<file path="src/bda_pkg.sv">
// Shared types, codes and helpers for the button debounce and auto-repeat block.
// No dependencies; every other file in src uses this package by scoped names.
`timescale 1ns / 1ps

package bda_pkg;

  // Timer and register width (time units)
  localparam int TIME_W    = 16;
  localparam int CFG_IDX_W = 2;

  typedef logic [TIME_W-1:0] time_t;

  // Register reset values
  localparam time_t DEBOUNCE_RST = time_t'(100);
  localparam time_t DELAY_RST    = time_t'(0);
  localparam time_t PERIOD_RST   = time_t'(100);

  // Configuration register indexes
  typedef enum logic [CFG_IDX_W-1:0] {
    CFG_DEBOUNCE_TIME = 2'd0,
    CFG_REPEAT_DELAY  = 2'd1,
    CFG_REPEAT_PERIOD = 2'd2
  } cfg_idx_e;

  // Item commands; the fourth code is unused and acts as a no-op
  typedef enum logic [1:0] {
    CMD_TICK   = 2'd0,
    CMD_SAMPLE = 2'd1,
    CMD_READ   = 2'd2
  } cmd_e;

  // Latched event codes
  typedef enum logic [1:0] {
    EV_IDLE     = 2'd0,
    EV_PRESSED  = 2'd1,
    EV_RELEASED = 2'd2,
    EV_REPEAT   = 2'd3
  } event_e;

  // Hold phase, one-hot
  typedef enum logic [2:0] {
    PH_RELEASED = 3'b001,
    PH_PRESSED  = 3'b010,
    PH_REPEAT   = 3'b100
  } phase_e;

  typedef struct packed {
    logic [1:0] cmd;
    time_t      step_time;
    logic       level;
  } in_item_t;

  typedef struct packed {
    logic [1:0] event_res;
    logic       locked_out;
  } out_item_t;

  typedef struct packed {
    time_t debounce_time;
    time_t repeat_delay;
    time_t repeat_period;
  } cfg_t;

  // Input register contents
  typedef struct packed {
    logic     valid;
    in_item_t item;
  } stage_t;

  // State visible to the top level
  typedef struct packed {
    logic   lock_active;
    event_e pend;
  } status_t;

  // Saturating add of two timer values
  function automatic time_t sat_add(time_t a, time_t b);
    logic [TIME_W:0] sum;
    sum = {1'b0, a} + {1'b0, b};
    return sum[TIME_W] ? {TIME_W{1'b1}} : sum[TIME_W-1:0];
  endfunction

endpackage

</file>
<file path="src/bda_cfg.sv">
// Configuration registers: debounce time, repeat delay and repeat period.
// Depends on bda_pkg.
`timescale 1ns / 1ps

module bda_cfg (
  input  logic                           clk_i,
  input  logic                           rst_ni,
  input  logic                           cfg_we_i,
  input  logic [bda_pkg::CFG_IDX_W-1:0]  cfg_idx_i,
  input  bda_pkg::time_t                 cfg_wdata_i,
  output bda_pkg::cfg_t                  cfg_o
);

  bda_pkg::cfg_t cfg_d, cfg_q;

  // Decode the write index; unknown indexes are dropped
  always_comb begin
    cfg_d = cfg_q;
    if (cfg_we_i) begin
      case (cfg_idx_i)
        bda_pkg::CFG_DEBOUNCE_TIME: cfg_d.debounce_time = cfg_wdata_i;
        bda_pkg::CFG_REPEAT_DELAY:  cfg_d.repeat_delay  = cfg_wdata_i;
        bda_pkg::CFG_REPEAT_PERIOD: cfg_d.repeat_period = cfg_wdata_i;
        default: ;
      endcase
    end
  end

  always_ff @(posedge clk_i or negedge rst_ni) begin
    if (!rst_ni) begin
      cfg_q.debounce_time <= bda_pkg::DEBOUNCE_RST;
      cfg_q.repeat_delay  <= bda_pkg::DELAY_RST;
      cfg_q.repeat_period <= bda_pkg::PERIOD_RST;
    end else begin
      cfg_q <= cfg_d;
    end
  end

  assign cfg_o = cfg_q;

endmodule

</file>
<file path="src/bda_in_stage.sv">
// Input register: holds one accepted item until the core takes it.
// Depends on bda_pkg.
`timescale 1ns / 1ps

module bda_in_stage (
  input  logic              clk_i,
  input  logic              rst_ni,
  input  logic              in_valid_i,
  input  bda_pkg::in_item_t in_data_i,
  output logic              in_stall_o,
  input  logic              fire_i,
  output bda_pkg::stage_t   stage_o
);

  logic              valid_d, valid_q;
  bda_pkg::in_item_t item_q;
  logic              accept;

  // Stall only while a held item cannot move on
  assign in_stall_o = valid_q && !fire_i;
  assign accept     = in_valid_i && !in_stall_o;

  always_comb begin
    valid_d = valid_q;
    if (accept) begin
      valid_d = 1'b1;
    end else if (fire_i) begin
      valid_d = 1'b0;
    end
  end

  always_ff @(posedge clk_i or negedge rst_ni) begin
    if (!rst_ni) begin
      valid_q <= 1'b0;
    end else begin
      valid_q <= valid_d;
    end
  end

  // Payload needs no reset
  always_ff @(posedge clk_i) begin
    if (accept) begin
      item_q <= in_data_i;
    end
  end

  assign stage_o.valid = valid_q;
  assign stage_o.item  = item_q;

endmodule

</file>
<file path="src/bda_core.sv">
// Debounce and auto-repeat state with its single-pass update per item.
// Depends on bda_pkg.
`timescale 1ns / 1ps

module bda_core (
  input  logic               clk_i,
  input  logic               rst_ni,
  input  logic               fire_i,
  input  bda_pkg::in_item_t  item_i,
  input  bda_pkg::cfg_t      cfg_i,
  output bda_pkg::out_item_t res_o,
  output bda_pkg::status_t   status_o
);

  logic            lock_d, lock_q;
  bda_pkg::time_t  lock_el_d, lock_el_q;
  bda_pkg::time_t  rep_el_d, rep_el_q;
  bda_pkg::phase_e phase_d, phase_q;
  logic            level_d, level_q;
  bda_pkg::event_e pend_d, pend_q;

  bda_pkg::time_t  lock_sum;
  bda_pkg::time_t  rep_sum;
  logic            tick_reaches_rep;
  logic            rep_counting;

  assign lock_sum = bda_pkg::sat_add(lock_el_q, item_i.step_time);
  assign rep_sum  = bda_pkg::sat_add(rep_el_q, item_i.step_time);

  // Repeat timer runs only while held with repeat enabled
  assign rep_counting = level_q &&
                        (((phase_q == bda_pkg::PH_PRESSED) && (cfg_i.repeat_delay != '0)) ||
                         (phase_q == bda_pkg::PH_REPEAT));

  // Next state for the item in the input register
  always_comb begin
    lock_d           = lock_q;
    lock_el_d        = lock_el_q;
    rep_el_d         = rep_el_q;
    phase_d          = phase_q;
    level_d          = level_q;
    pend_d           = pend_q;
    tick_reaches_rep = 1'b0;

    case (item_i.cmd)
      bda_pkg::CMD_TICK: begin
        // Advance the lockout; its final tick also counts toward repeat
        if (lock_q) begin
          if (lock_sum >= cfg_i.debounce_time) begin
            lock_d           = 1'b0;
            lock_el_d        = '0;
            tick_reaches_rep = 1'b1;
          end else begin
            lock_el_d = lock_sum;
          end
        end else begin
          tick_reaches_rep = 1'b1;
        end
        if (tick_reaches_rep && rep_counting) begin
          rep_el_d = rep_sum;
        end
      end
      bda_pkg::CMD_SAMPLE: begin
        // Ignore samples during the lockout
        if (!lock_q) begin
          level_d = item_i.level;
          if (!item_i.level) begin
            if (phase_q != bda_pkg::PH_RELEASED) begin
              pend_d    = bda_pkg::EV_RELEASED;
              phase_d   = bda_pkg::PH_RELEASED;
              lock_d    = 1'b1;
              lock_el_d = '0;
              rep_el_d  = '0;
            end
          end else begin
            case (phase_q)
              bda_pkg::PH_RELEASED: begin
                pend_d    = bda_pkg::EV_PRESSED;
                phase_d   = bda_pkg::PH_PRESSED;
                lock_d    = 1'b1;
                lock_el_d = '0;
                rep_el_d  = '0;
              end
              bda_pkg::PH_PRESSED: begin
                if ((cfg_i.repeat_delay != '0) && (rep_el_q >= cfg_i.repeat_delay)) begin
                  pend_d   = bda_pkg::EV_REPEAT;
                  phase_d  = bda_pkg::PH_REPEAT;
                  rep_el_d = '0;
                end
              end
              bda_pkg::PH_REPEAT: begin
                if (rep_el_q >= cfg_i.repeat_period) begin
                  pend_d   = bda_pkg::EV_REPEAT;
                  rep_el_d = '0;
                end
              end
              default: ;
            endcase
          end
        end
      end
      bda_pkg::CMD_READ: begin
        // Clear the latched event once reported
        pend_d = bda_pkg::EV_IDLE;
      end
      default: ;
    endcase
  end

  // Report the event before a read clears it, otherwise after the update
  assign res_o.event_res  = (item_i.cmd == bda_pkg::CMD_READ) ? pend_q : pend_d;
  assign res_o.locked_out = lock_d;

  always_ff @(posedge clk_i or negedge rst_ni) begin
    if (!rst_ni) begin
      lock_q    <= 1'b0;
      lock_el_q <= '0;
      rep_el_q  <= '0;
      phase_q   <= bda_pkg::PH_RELEASED;
      level_q   <= 1'b0;
      pend_q    <= bda_pkg::EV_IDLE;
    end else if (fire_i) begin
      lock_q    <= lock_d;
      lock_el_q <= lock_el_d;
      rep_el_q  <= rep_el_d;
      phase_q   <= phase_d;
      level_q   <= level_d;
      pend_q    <= pend_d;
    end
  end

  assign status_o.lock_active = lock_q;
  assign status_o.pend        = pend_q;

endmodule

</file>
<file path="src/button_debounce_autorepeat.sv">
// Top level of the button qualifier: input register, update core, result register.
// Depends on bda_pkg, bda_cfg, bda_in_stage and bda_core.
//
//   channel  direction  handshake                 payload
//   in       input      in_valid_i / in_stall_o   in_data_i  (cmd, step_time, level)
//   out      output     out_valid_o / out_stall_i out_data_o (event_res, locked_out)
//   cfg      input      cfg_we_i                  cfg_idx_i, cfg_wdata_i
//
// Each item passes from transfer into the input register, then through the update
// logic into the result register. One item per cycle is sustained while the result
// register is not stalled; the update of the timer registers per item sets that figure.
// Reset is asynchronous and active low; no clearing pass is needed.
// An output stall holds the result register and, if the input register is full,
// raises in_stall_o in the same cycle.
`timescale 1ns / 1ps

module button_debounce_autorepeat (
  input  logic                           clk_i,
  input  logic                           rst_ni,
  input  logic                           in_valid_i,
  output logic                           in_stall_o,
  input  bda_pkg::in_item_t              in_data_i,
  output logic                           out_valid_o,
  input  logic                           out_stall_i,
  output bda_pkg::out_item_t             out_data_o,
  input  logic                           cfg_we_i,
  input  logic [bda_pkg::CFG_IDX_W-1:0]  cfg_idx_i,
  input  bda_pkg::time_t                 cfg_wdata_i
);

  bda_pkg::cfg_t      cfg;
  bda_pkg::stage_t    stage;
  bda_pkg::out_item_t res;
  bda_pkg::status_t   status;
  logic               out_free;
  logic               fire;
  logic               out_valid_d, out_valid_q;
  bda_pkg::out_item_t out_q;

  bda_cfg u_cfg (
    .clk_i       (clk_i),
    .rst_ni      (rst_ni),
    .cfg_we_i    (cfg_we_i),
    .cfg_idx_i   (cfg_idx_i),
    .cfg_wdata_i (cfg_wdata_i),
    .cfg_o       (cfg)
  );

  bda_in_stage u_in_stage (
    .clk_i      (clk_i),
    .rst_ni     (rst_ni),
    .in_valid_i (in_valid_i),
    .in_data_i  (in_data_i),
    .in_stall_o (in_stall_o),
    .fire_i     (fire),
    .stage_o    (stage)
  );

  // Process the held item when the result register can take it
  assign out_free = !out_valid_q || !out_stall_i;
  assign fire     = stage.valid && out_free;

  bda_core u_core (
    .clk_i    (clk_i),
    .rst_ni   (rst_ni),
    .fire_i   (fire),
    .item_i   (stage.item),
    .cfg_i    (cfg),
    .res_o    (res),
    .status_o (status)
  );

  // Result register: hold while stalled, drop after the transfer
  always_comb begin
    out_valid_d = out_valid_q;
    if (fire) begin
      out_valid_d = 1'b1;
    end else if (!out_stall_i) begin
      out_valid_d = 1'b0;
    end
  end

  always_ff @(posedge clk_i or negedge rst_ni) begin
    if (!rst_ni) begin
      out_valid_q <= 1'b0;
    end else begin
      out_valid_q <= out_valid_d;
    end
  end

  always_ff @(posedge clk_i) begin
    if (fire) begin
      out_q <= res;
    end
  end

  assign out_valid_o = out_valid_q;
  assign out_data_o  = out_q;

`ifndef SYNTHESIS
  // Input side stalls only behind a blocked result
  a_stall_cause: assert property (@(posedge clk_i) disable iff (!rst_ni)
    in_stall_o |-> (out_valid_o && out_stall_i))
    else $error("input stalled without a blocked result");

  // Reported lockout flag matches the lockout state left behind
  a_lock_match: assert property (@(posedge clk_i) disable iff (!rst_ni)
    fire |=> (status.lock_active == out_data_o.locked_out))
    else $error("locked_out disagrees with lockout state");

  // A read leaves no latched event
  a_read_clears: assert property (@(posedge clk_i) disable iff (!rst_ni)
    (fire && (stage.item.cmd == bda_pkg::CMD_READ)) |=> (status.pend == bda_pkg::EV_IDLE))
    else $error("read did not clear the latched event");

  // Each processed item yields a result next cycle
  a_result_follows: assert property (@(posedge clk_i) disable iff (!rst_ni)
    fire |=> out_valid_o)
    else $error("processed item produced no result");
`endif

endmodule

</file>
<file path="config.mk">
export PLATFORM = sky130hd
export DESIGN_NAME = button_debounce_autorepeat
export DESIGN_NICKNAME = d
export VERILOG_FILES = /design/src/bda_pkg.sv /design/src/bda_cfg.sv /design/src/bda_in_stage.sv /design/src/bda_core.sv /design/src/button_debounce_autorepeat.sv
export SDC_FILE = /design/constraint.sdc
export NUM_CORES = 1
export LEC_CHECK = 0
export BUFFER_PORTS_ARGS = -buffer_cell sky130_fd_sc_hd__buf_4
export CAP_MARGIN = 10
export CORE_ASPECT_RATIO = 1.75
export CORE_MARGIN = 2
export CORE_UTILIZATION = 55
export CTS_BUF_LIST = sky130_fd_sc_hd__clkbuf_8
export DETAILED_ROUTE_END_ITERATION = 12
export PLACE_DENSITY_LB_ADDON = 0.2
export SLEW_MARGIN = 20
export SYNTH_ARGS = -nofsm -noshare
export SYNTH_HDL_FRONTEND = slang
export SYNTH_HIERARCHICAL = 1
export SYNTH_SLANG_ARGS = --single-unit
</file>
<file path="constraint.sdc">
create_clock -name clk_i -period 6.47 [get_ports clk_i]
set_clock_uncertainty 0.1 [all_clocks]
set_input_delay 1.294 -clock clk_i [delete_from_list [all_inputs] [get_ports clk_i]]
set_output_delay 1.294 -clock clk_i [all_outputs]
set_load 0.005 [all_outputs]
</file>
==> results.txt <==
GRT overflow -> 0
First-pass iteration count of the detailed router -> 5
Largest net degree at the start of global routing -> 57
Via count -> 5481
CTS-repair resized insts -> 0
Clk root buf -> clkbuf_8
Critical R2R Capture -> u_core/lock_el_q[4]$_DFFE_PN0P_
GR Util met2 -> 46.0%
Routed WL -> 17.0 mm
Final setup fails -> 0
CP endpoint kind -> register
Pwr per Cell Area -> 405 nW/um^2
Clock buffer depth -> 2
HP Start -> u_core/level_q$_DFFE_PN0P_
Setup TNS -> 0 ps
Stages on worst setup path -> 18
Reg clk slew, reported paths -> 110 ps
Num rows -> 55
Total power -> 3.17 mW
RSZ-0062 raised after global routing -> no
Max-slew violations -> 0
Final Hold Viols -> 0
M3 GR Usage -> 3.31%
Result of the run -> completed
Port Buffers -> 46
Gate count of the mapped netlist -> 681
GRT Overall Usage -> 25.1%
Post-detail-place hpwl -> 13.3 mm
CP Class -> reg2reg
CTS tree -> done
CTS Buf Count -> 9
Postcts setup bufs -> 0
Flop2flop setup slack -> 860 ps
WHS Path Cells -> 2
Layout Nets -> 855
Crit path from -> u_in_stage/stage_o[1]$_DFFE_PP_
Syn. warnings -> 6
Initial core utilization -> 55.8%
GPL Wtd Cong -> 0.895
Slowest cell on the critical path -> or4_4
Vias in the first global route -> 5624
Die ar. -> 14000 sq um
Die width -> 90.2 um
Syn nets -> 809
Initial antenna violation count -> 0
Netlist area before placement -> 7140 sq um
Detailed Route Iter0 Violations -> 274
R2r startpoint -> u_in_stage/stage_o[1]$_DFFE_PP_
WP buf/inv -> 1
Leak Pwr -> 3.68 nW
Routing usage on met1 -> 27.2%
End point of the critical path -> u_core/lock_el_q[4]$_DFFE_PN0P_
Clock Sinks -> 111
Max_slew headroom -> 35.7%
WP data required -> 6690 ps
I/O pin cnt -> 47
HP Class -> reg2reg
R2R depth -> 18
Highest clock rate -> 0.178 GHz
Share of layout cells above drive strength 1 -> 20.1%
Cells along the critical path -> ha_1 -> fa_1 -> a211oi_2 -> nor3_1 -> or4_4 -> o41ai_4 -> o21ai_2 -> a311o_1 -> nor2_1 -> ha_1 -> nand2b_1 -> a2111oi_0 -> nor3_1 -> a22oi_1 -> o211a_1 -> nand3_1 -> inv_1 -> a22o_1
Maximum vdd ir drop -> 176 uV
Crit path arrival time -> 5830 ps
Worst-margin pin slew -> 964 ps
Final period utilization -> 86.7%
Post-Syn Area per Cell -> 10.5 sq um
Antenna-violating nets left -> 0
GRT busiest layer -> met2
CP max stage delay -> 560 ps
P&R area growth vs syn -> 9.70%
First-pass GRT wire length -> 27.6 mm
Hold_buf cts -> 0
Minimum clock period -> 5610 ps
Delay-heaviest family, CP -> compound AO/OA/AOI/OAI gates
Worst-Skew Late Latency -> 390 ps
# DRC -> 0
Vias per cell -> 6.07
Drt wl/cell -> 18.8 um
Antenna Cells -> 0
Core area -> 12800 sq um
Worst Path Max Fanout -> 16
Count of maximum capacitance violations -> 0
Die Y-Extent -> 155 um
Startpoint types -> register
CTS HTree Levels -> 3
metal layers:
metal	share of wire (%)	wire (um)
met1	38	6440
met2	53	9030
met5	0	0
met4	5.8	991
met3	3.0	505
sequential cells by signal, indices dropped and copies added (netlist names):
register,flops
u_core/rep_el_q,16
u_core/lock_q,1
out_data_o,3
u_core/phase_q,3
u_in_stage/stage_o,19
u_cfg/cfg_o,48
u_core/level_q,1
out_valid_o,1
u_core/lock_el_q,16
u_core/pend_q,2
u_in_stage/valid_q,1
how the worst min path moves through the flow:
stage | endpoint | slack [ps]
floorplan | u_core/level_q$_DFFE_PN0P_ | 350
global route | u_cfg/cfg_o[39]$_DFFE_PN0P_ | 440
finish | u_core/level_q$_DFFE_PN0P_ | 420
CTS | u_core/level_q$_DFFE_PN0P_ | 420
global placement | u_core/level_q$_DFFE_PN0P_ | 370
detailed placement | u_core/level_q$_DFFE_PN0P_ | 390
area by class of cell:
type	count	area [sq um]
clock buffer	9	124
clock inverter	7	77.6
fill	1102	4960
inverter	66	248
multi-input combinational	490	3910
sequential	111	2900
tap	171	214
timing repair buffer	49	368
through the flow:
step	hold slack (ps)	instance area [sq um]	setup slack, ps	instances	utilization [%]
CTS	419	7830	882	902	61.2
floorplan	350	7140	1230	681	-
global route	438	7840	515	903	61.2
finish	416	7840	861	903	61.2
global placement	371	7630	1040	886	59.6
detailed placement	394	7630	924	886	59.6
power by group:
group	switching (mW)	internal [mW]
Combinational	0.908	0.756
Sequential	0.178	0.895
Clock	0.253	0.184
Total	1.34	1.83
cell usage in the layout (no fill, tap or decap), types with 12 or more instances in the layout:
cell type and instances:
nand3_1 17, nor2_1 34, buf_4 48, a21o_1 12, mux2_2 64, nand2b_1 15, inv_1 66, edfxtp_1 22
o21ai_0 37, xor2_1 12, nor3_1 13, a22o_1 14, a21oi_1 47, nand2_1 30, ha_1 84, dfrtp_1 82
worst min-delay path: stages, from the launching register on:
cell     delay, ps
dfrtp_1        370
nand2_1         50
o21ai_0         70
Power figures use the tool's default switching activity.
